[src/sv/voice_sample_mixer_core_assert.svh]
// assertion macros for the voice sample mixer
`ifndef VOICE_SAMPLE_MIXER_CORE_ASSERT_SVH
`define VOICE_SAMPLE_MIXER_CORE_ASSERT_SVH
// implication checked on every clock edge outside reset
`define VSM_ASSERT(lbl, ante, cons, msg) \
  lbl: assert property (@(posedge clk_i) disable iff (!rst_ni) (ante) |-> (cons)) \
    else $error(msg);
// implication with the consequent checked in the cycle after the antecedent
`define VSM_ASSERT_NEXT(lbl, ante, cons, msg) \
  lbl: assert property (@(posedge clk_i) disable iff (!rst_ni) (ante) |=> (cons)) \
    else $error(msg);
`endif

[src/sv/vsm_pkg.sv]
// ----------------------------------------------------------------------------
// vsm_pkg
// shared types and constants of the voice sample mixer
// ----------------------------------------------------------------------------
package vsm_pkg;
  localparam int unsigned Voices      = 16;
  localparam int unsigned SampleDepth = 131072;
  localparam int unsigned VoiceW      = $clog2(Voices);
  localparam int unsigned CntW        = $clog2(Voices + 1);
  localparam int unsigned AddrW       = 17;
  localparam int unsigned LenW        = 18;
  localparam int unsigned GainW       = 16;
  localparam int unsigned DataW       = 16;
  localparam int unsigned MemW        = $clog2(SampleDepth);
  localparam int unsigned AccW        = 34 + CntW;
  localparam logic [GainW:0] UnityGain = 17'd32768;

  typedef enum logic [1:0] {
    FUNC_LOAD = 2'd0,
    FUNC_PLAY = 2'd1,
    FUNC_TICK = 2'd2,
    FUNC_NOP  = 2'd3
  } func_e;

  // voice record passed along the ring
  typedef struct packed {
    logic             active;
    logic [AddrW-1:0] start;
    logic [LenW-1:0]  length;
    logic [LenW-1:0]  pos;
    logic [GainW-1:0] gain;
  } voice_t;
endpackage

[src/sv/vsm_cell.sv]
// ----------------------------------------------------------------------------
// vsm_cell
// one voice slot of the rotating voice ring
// ----------------------------------------------------------------------------
module vsm_cell (
  input  logic            clk_i,
  input  logic            rst_ni,
  input  logic            shift_i,
  input  logic            load_i,
  input  vsm_pkg::voice_t load_val_i,
  input  vsm_pkg::voice_t prev_i,
  output vsm_pkg::voice_t voice_o
);
  import vsm_pkg::*;

  voice_t voice_q;

  always_ff @(posedge clk_i or negedge rst_ni) begin
    if (!rst_ni) begin
      voice_q <= '0;
    end else if (load_i) begin
      voice_q <= load_val_i;
    end else if (shift_i) begin
      voice_q <= prev_i;
    end
  end

  assign voice_o = voice_q;
endmodule

[config.mk]
export PLATFORM = sky130hd
export DESIGN_NAME = vsm_cell
export DESIGN_NICKNAME = d
export VERILOG_FILES = /design/src/sv/voice_sample_mixer_core_assert.svh /design/src/sv/vsm_pkg.sv /design/src/sv/vsm_cell.sv
export SDC_FILE = /design/constraint.sdc
export NUM_CORES = 1
export LEC_CHECK = 0
export BUFFER_PORTS_ARGS = -buffer_cell sky130_fd_sc_hd__buf_2
export CORE_ASPECT_RATIO = 0.5
export CORE_MARGIN = 3
export CORE_UTILIZATION = 42
export CTS_CLUSTER_DIAMETER = 150
export DETAILED_ROUTE_END_ITERATION = 16
export PLACE_DENSITY = 0.85
export SLEW_MARGIN = 20
export SYNTH_ARGS = -nofsm -noshare
export SYNTH_HDL_FRONTEND = slang
export SYNTH_SLANG_ARGS = --single-unit
[constraint.sdc]
create_clock -name clk_i -period 0.8 [get_ports clk_i]
set_input_delay 0.12 -clock clk_i [delete_from_list [all_inputs] [get_ports clk_i]]
set_output_delay 0.12 -clock clk_i [all_outputs]
set_load 0.05 [all_outputs]
# Yosys cells after proc, flatten, opt, wreduce, memory -nomap -nowiden
# Cells that the tools add are included.
op_classes:
  muxes: 2
  n_reduce_logical: 1
op_table:
  columns: ["operator", "count"]
  rows:
  - ["$mux W70", 2]
  - ["$reduce_bool A2 Y1", 1]
word_totals:
  in_bits: 144
  ff_bits: 70
  out_inout_bits: 70
  word_cells: 8

# Logic depth before layout (Yosys ltp)
# Gate-level depths: netlist of the first run.
logic_depth:
  word_depth: 2
  depth_mapped: 4
  depth_no_buf: 2

# Worst setup path before layout of the first run
# Ideal clock, no wire load.
synth_timing:
  path_type: "reg-to-reg"
  from: "register, netlist name voice_o[0]"
  to: "register voice_q (netlist bit voice_o[0])"
  stages_incl_launch_ff: 3
  arrival_ps: 795
  t_required_ps: 668
  synth_period_minus_slack_ps: 927
  setup_slack_ps: -127
  setup_time_ps: 132
  path_buffers: 0
  path_cell_list: "dfrtp_1 > mux2i_1 > o21ai_1"
synth_lines:
  columns: ["element", "line_no", "rtl"]
  rows:
  - ["to (signal assigned)", "vsm_cell.sv:22", "voice_q <= load_val_i;"]
  - ["to (signal assigned)", "vsm_cell.sv:24", "voice_q <= prev_i;"]
  - ["to (decl)", "vsm_cell.sv:16", "voice_t voice_q;"]

# Worst setup path after layout of the first run
layout_timing:
  from: "register voice_q (netlist bit voice_o[39])"
  to: "output port voice_o[39] (netlist name)"
layout_lines:
  columns: ["element", "line_no", "rtl"]
  rows:
  - ["to (decl)", "vsm_cell.sv:12", "output vsm_pkg::voice_t voice_o"]
# No word-level cell between the ends.

==> out/results.tsv, run 1 <==
stage	metric	value	unit
route	drt drc	0	
timing	final worst slack	-0.2297	ns
timing	Max transition margin	74.73	%
route	Top Layer Used	met4	
pwr	pwr/cell area	2211	mW/mm²
clock_network	Max H-tree Level	3	
pwr	Max VDD drop	1.578	mV
cells_and_area	Final Util	76.72	%
cells_and_area	Fill cells	443	
cells_and_area	share of layout cells above drive strength 1	60.45	%
place	port bufs	213	
floorplanning	Die ar.	0.008905	mm²
clock_network	Num CTS Buffers	9	
global_routing	initial antenna violation count	0	
logic_synthesis	Synth Warn #	0	
route	initial drt markers	143	
run_status	failing checks	setup timing	
clock_network	clk buf depth	2	
floorplanning	initial core utilization	45.87	%
logic_synthesis	Post-Syn Nets	447	
setup_path	Crit Path Max Fanout	2	
place	routability cong.	0.7669	
run_status	status	finished with violations	
timing	min Tclk post-route	1.030	ns
floorplanning	# IOs	214	
cells_and_area	# diodes	0	
route	Vias	3056	
timing	final max-slew violation count	0	
timing	final period utilization	128.7	%
setup_path	Startpoint Class	flop	
cells_and_area	Layout Nets	670	
route	wire per inst	15.84	µm
cells_and_area	Post-Layout Cell Count	623	
cells_and_area	Largest register FFs	70	
timing	final-report setup violation count	80	
logic_synthesis	mapped cell area	0.003254	mm²
place	placed cells	594	
setup_path	CP Capture Type	output pin	
setup_path	worst path bufs/invs	1	
setup_path	crit-path cells	buf_8	
setup_path	Setup Crit Path Kind	reg2out	
timing	FMAX	971.1	MHz
timing	RSZ-0062 raised after global routing	yes	
clock_network	Clock Sinks	70	
clock_network	CTS Root Buffer Type	clkbuf_16	
global_routing	first-pass GRT wire length	15.12	mm
global_routing	vias in the first global route	3208	
timing	Tightest Pin Transition	0.3791	ns
route	antenna-violating nets left	0	
pwr	Tot Pwr	12.03	mW
setup_path	Critical Path RT	0.68	ns
timing	final hold viol count	0	
route	total wire length	9.871	mm
cells_and_area	Layout Area Growth over Synthesis	67.24	%
setup_path	Worst EP arrival	0.91	ns
global_routing	Global Route Usage Sum	22.33	%
floorplanning	Rows	21	
place	Place WS	-0.1385	ns
route	vias per std cell	4.905	
logic_synthesis	#FFs+latches synth	70	
setup_path	crit-path leading delay family	flip-flops	
logic_synthesis	Gate Count Post-Synth	303	
pwr	LEAKAGE	2.731	nW
timing	clock skew	0	ns
setup_path	CP max stage delay	0.42	ns
logic_synthesis	Yosys cell types	9	
route	DRT met1 WL	3.439	mm
clock_network	Clk pin slew, worst setup/hold paths	0.06	ns
floorplanning	Die Wd	130.5	µm
timing	Setup Total Neg Slack	-15.35	ns
min_path	min-delay worst type	in2reg	
clock_network	Worst-Skew Late Latency	0.33	ns
floorplanning	Core Area	0.007094	mm²
clock_network	CTS tree	built	
floorplanning	Die H	68.25	µm
setup_path	slowest CP cell	dfrtp_2	
route	drt pass-1 iters	4	
logic_synthesis	register area share after synthesis	53.83	%
route	wire length on met2	5.627	mm
job	Max Cap Viol	0	
global_routing	largest net degree at the start of global routing	71	
place	Detail Placement HPWL	6.826	mm
route	met3 wire len	462	µm
global_routing	total gr overflow	0	
logic_synthesis	syn avg cell area	10.74	µm²
-- per-layer routing --
metal  vias up  global-route usage [%]
li1       1485                       -
met1      1446                   23.04
met2        98                   43.65
met3        27                   4.910
met4         0                   10.90
met5         -                       0
-- worst min-delay path, stage by stage --
cell and delay, ns:
buf_2 0.07, nand2_1 0.04, o21ai_1 0.06
-- through the flow --
| step | hold WS [ns] | instance area, µm² |
|---|---|---|
| after floorplan | -0.1756 | 3342 |
| after global placement | 0.1712 | 4482 |
| after detailed placement | 0.1834 | 4482 |
| after CTS | 0.0002938 | 5355 |
| after global routing | 0.01407 | 5443 |
| final | 0.004706 | 5443 |
-- Yosys cell counts --
cell / instances / area (µm²)
dfrtp_1: 70 / 1752
buf_6: 1 / 11.26
buf_2: 10 / 50.05
mux2i_1: 70 / 700.7
o21ai_1: 70 / 350.3
buf_4: 1 / 7.510
clkbuf_1: 4 / 15.01
buf_8: 7 / 105.1
nand2_1: 70 / 262.8
-- cell families (layout without fill, tap and decap cells) --
| logic type | count (synthesis) | after routing | synth area share (%) |
|---|---|---|---|
| compound gates | 70 | 70 | 10.77 |
| flops | 70 | 70 | 53.83 |
| simple gates | 70 | 70 | 8.074 |
| buf+inv | 23 | 251 | 5.805 |
| mux | 70 | 70 | 21.53 |
-- worst paths after layout --
path | from | to | slack, ns | depth (start not counted)
setup / recovery | voice_o[39] | voice_o[39] | -0.23 | 1
hold reg to reg | voice_o[55] | voice_o[55] | 0.57 | 2
setup reg to reg | voice_o[20] | voice_o[20] | -0.10 | 3
max in group asynchronous | rst_ni | voice_o[16] | 0.11 | 3
min in group asynchronous | rst_ni | voice_o[2] | 0.36 | 3
hold / removal | load_val_i[41] | voice_o[41] | 0.005 | 3
-- where the power goes --
group	total, mW	internal [mW]	switching [mW]	leakage (nW)
combinational	3.35	1.38	1.97	1.80
clock	4.48	3.02	1.46	0.165
sequential	4.20	3.93	0.268	0.767
total	12.0	8.34	3.69	2.73
-- cell usage in the layout, fill, tap and decap left out --
cell type / instances
nand2_1: 70
mux2i_4: 1
buf_8: 10
o21ai_2: 1
mux2i_1: 68
clkinv_2: 3
o21ai_1: 69
buf_12: 6
dlygate4sd3_1: 3
dfrtp_2: 70
buf_4: 9
clkinvlp_4: 1
buf_2: 141
buf_6: 66
mux2i_2: 1
clkbuf_16: 9
bufinv_16: 3
-- final cells by class --
| cell class | count | area (µm²) | share of cell area [%] |
|---|---|---|---|
| Clock buffer | 9 | 225.2 | 4.138 |
| Clock inverter | 7 | 112.6 | 2.069 |
| Multi-Input combinational cell | 210 | 1334 | 24.51 |
| Sequential cell | 70 | 1839 | 33.79 |
| Tap cell | 92 | 115.1 | 2.115 |
| Timing Repair Buffer | 235 | 1817 | 33.38 |
-- repair_timing --
item                                   CTS  global route
hold buffers                             3             0
resized for setup                      146            14
setup endpoints to repair               70            90
setup buffers                            6             4
endpoints found under the hold margin   72             0
pin swaps                                0             4
Note: power is estimated with default switching activity, not from simulation.
==> run 2: changes to the inputs <==
- SETUP_SLACK_MARGIN: unset -> 0.02
==> run 2 against run 1 <==
Against the previous run: the run still ends with setup timing left; critical endpoint is now voice_o[20]; cell area grew 0.14%; largest power group unchanged; maximum frequency hardly changed; register-to-register slack worse by 0.05 ns; sequential share of layout area hardly changed.
==> out/results.tsv, run 2 (synthesis results as in run 1) <==
stage	metric	value	unit	change
route	antenna-violating nets left	0		unchanged
clock_network	Clock Sinks	70		unchanged
min_path	min-delay worst type	in2reg		
setup_path	Worst R2R Start	voice_o[20]		
route	drt drc	0		unchanged
run_status	status	finished with violations		
global_routing	Global Route Usage Sum	22.33	%	unchanged
timing	Tightest Pin Transition	0.3775	ns	-0.001527 ns
min_path	Worst Hold End	voice_o[3]		
setup_path	crit-path leading delay family	flip-flops		
route	vias per std cell	4.984		+1.6%
route	initial drt markers	139		-2.8%
run_status	failing checks	setup timing		
floorplanning	# IOs	214		unchanged
timing	FMAX	970.2	MHz	about the same
timing	final max-slew violation count	0		unchanged
place	Cell Area, Placed	0.004482	mm²	unchanged
floorplanning	Core Area	0.007094	mm²	unchanged
floorplanning	Rows	21		unchanged
setup_path	Worst EP arrival	0.91	ns	about the same
cells_and_area	design area	0.005450	mm²	+0.14%
setup_path	r2r endpoint	voice_o[20]		
setup_path	CP Capture Type	output pin		
min_path	Worst Hold Depth	3		unchanged
timing	final-report setup violation count	80		unchanged
cells_and_area	Final Util	76.83	%	+0.11 points
pwr	Max VDD drop	1.565	mV	-0.78%
cells_and_area	Largest register FFs	70		unchanged
place	routability cong.	0.7669		unchanged
cells_and_area	Layout Area Growth over Synthesis	67.47	%	
clock_network	Clk pin slew, worst setup/hold paths	0.05	ns	about the same
timing	RSZ-0062 raised after global routing	yes		
clock_network	clk buf depth	2		unchanged
setup_path	Crit Path Max Fanout	2		unchanged
setup_path	CP max stage delay	0.43	ns	about the same
global_routing	initial antenna violation count	0		unchanged
clock_network	Max H-tree Level	3		unchanged
timing	Max transition margin	74.83	%	+0.10 points
clock_network	CTS tree	built		
pwr	pwr/cell area	2211	mW/mm²	about the same
place	Place WS	-0.1385	ns	unchanged
setup_path	worst path bufs/invs	1		unchanged
global_routing	total gr overflow	0		unchanged
timing	final worst slack	-0.2308	ns	-0.001027 ns
cells_and_area	commonest non-fill, non-tap cell in the layout	buf_2		
floorplanning	Die H	68.25	µm	unchanged
timing	min Tclk post-route	1.031	ns	+0.001027 ns
setup_path	Setup Crit Path Kind	reg2out		
clock_network	Worst-Skew Late Latency	0.33	ns	about the same
global_routing	largest net degree at the start of global routing	71		unchanged
floorplanning	Die Wd	130.5	µm	unchanged
timing	clock skew	0	ns	unchanged
cells_and_area	Layout Nets	670		unchanged
clock_network	Num CTS Buffers	9		unchanged
timing	final period utilization	128.8	%	about the same
setup_path	crit-path cells	buf_8		
place	port bufs	213		unchanged
floorplanning	Die ar.	0.008905	mm²	unchanged
clock_network	CTS Root Buffer Type	clkbuf_16		
cells_and_area	# diodes	0		unchanged
route	drt pass-1 iters	4		unchanged
route	Vias	3105		+1.6%
route	total wire length	9.981	mm	+1.1%
global_routing	vias in the first global route	3208		unchanged
floorplanning	initial core utilization	45.87	%	unchanged
setup_path	Startpoint Class	flop		
cells_and_area	most frequent cells in the layout	buf_2, nand2_1, dfrtp_2		
pwr	LEAKAGE	2.734	nW	about the same
setup_path	slowest CP cell	dfrtp_2		
setup_path	Critical Path RT	0.68	ns	about the same
global_routing	first-pass GRT wire length	15.12	mm	unchanged
place	Detail Placement HPWL	6.826	mm	unchanged
route	wire per inst	16.02	µm	+1.1%
setup_path	Worst Setup SP	voice_o[20]		
timing	final hold viol count	0		unchanged
setup_path	R2R Setup Slk	-0.15	ns	-0.05 ns
cells_and_area	share of layout cells above drive strength 1	60.45	%	unchanged
min_path	Hold Path Origin	load_val_i[3]		
job	Max Cap Viol	0		unchanged
setup_path	worst-case reg-to-reg path depth	3		unchanged
==> run 2: power breakdown <==
| group | total (mW) | internal, mW | switching (mW) | leakage [nW] |
|---|---|---|---|---|
| Clock | 4.48 | 3.02 | 1.46 | 0.165 |
| Combinational | 3.36 | 1.39 | 1.97 | 1.80 |
| Sequential | 4.20 | 3.93 | 0.271 | 0.767 |
==> run 2: worst register-to-register path: cells and delay by family, from the launching register on <==
family | cells | cell delay [ns]
AOI/OAI and AO/OA | 1 | 0.12
DFF | 1 | 0.43
buffers and inverters | 1 | 0.12
muxes | 1 | 0.16
==> run 2: what timing repair did <==
| action | CTS | global route |
|---|---|---|
| setup endpoints to repair | 70 | 105 |
| gates resized for setup | 146 | 16 |
| hold endpoints to repair | 72 | 0 |
| hold buffers | 3 | 0 |
| pin swaps | 0 | 7 |
| buffers inserted | 6 | 4 |
==> run 2: cell type report <==
type | count | area, µm²
well taps | 92 | 115.1
clock buffers | 9 | 225.2
clock inverters | 7 | 112.6
multi-input cells | 210 | 1334
flip-flops and latches | 70 | 1839
repair buffers | 235 | 1824
fillers | 441 | 1644
==> run 2: worst max-delay path by stage <==
| stage | endpoint | slack, ns | depth (start not counted) |
|---|---|---|---|
| 2_1_floorplan | voice_o[0] | -0.04 | 2 |
| 3_3_place_gp | voice_o[36] | -0.08 | 4 |
| 3_5_place_dp | voice_o[7] | -0.14 | 4 |
| 4_1_cts | voice_o[69] | -0.23 | 1 |
| 5_1_grt | voice_o[6] | -0.26 | 1 |
| 6_report | voice_o[20] | -0.23 | 1 |
==> run 2: layer usage <==
| metal | up-vias | global-route usage, % | share of wire, % |
|---|---|---|---|
| met5 | - | 0 | 0 |
| met4 | 0 | 10.90 | 3.9 |
| met3 | 33 | 4.910 | 4.5 |
| met2 | 105 | 43.65 | 56 |
| met1 | 1482 | 23.04 | 35 |
| li1 | 1485 | - | - |
==> run 2: metrics by stage <==
| step | power (mW) | TNS (ns) | hold WS (ns) | cells |
|---|---|---|---|---|
| after floorplan | 6.035 | -2.481 | -0.1756 | 303 |
| after global placement | 6.873 | -4.402 | 0.1712 | 594 |
| after detailed placement | 6.943 | -5.971 | 0.1834 | 594 |
| after CTS | 12.00 | -15.55 | 0.0002938 | 619 |
| after global routing | 12.55 | -17.89 | 0.01281 | 623 |
| final | 12.05 | -15.32 | 0.006166 | 623 |
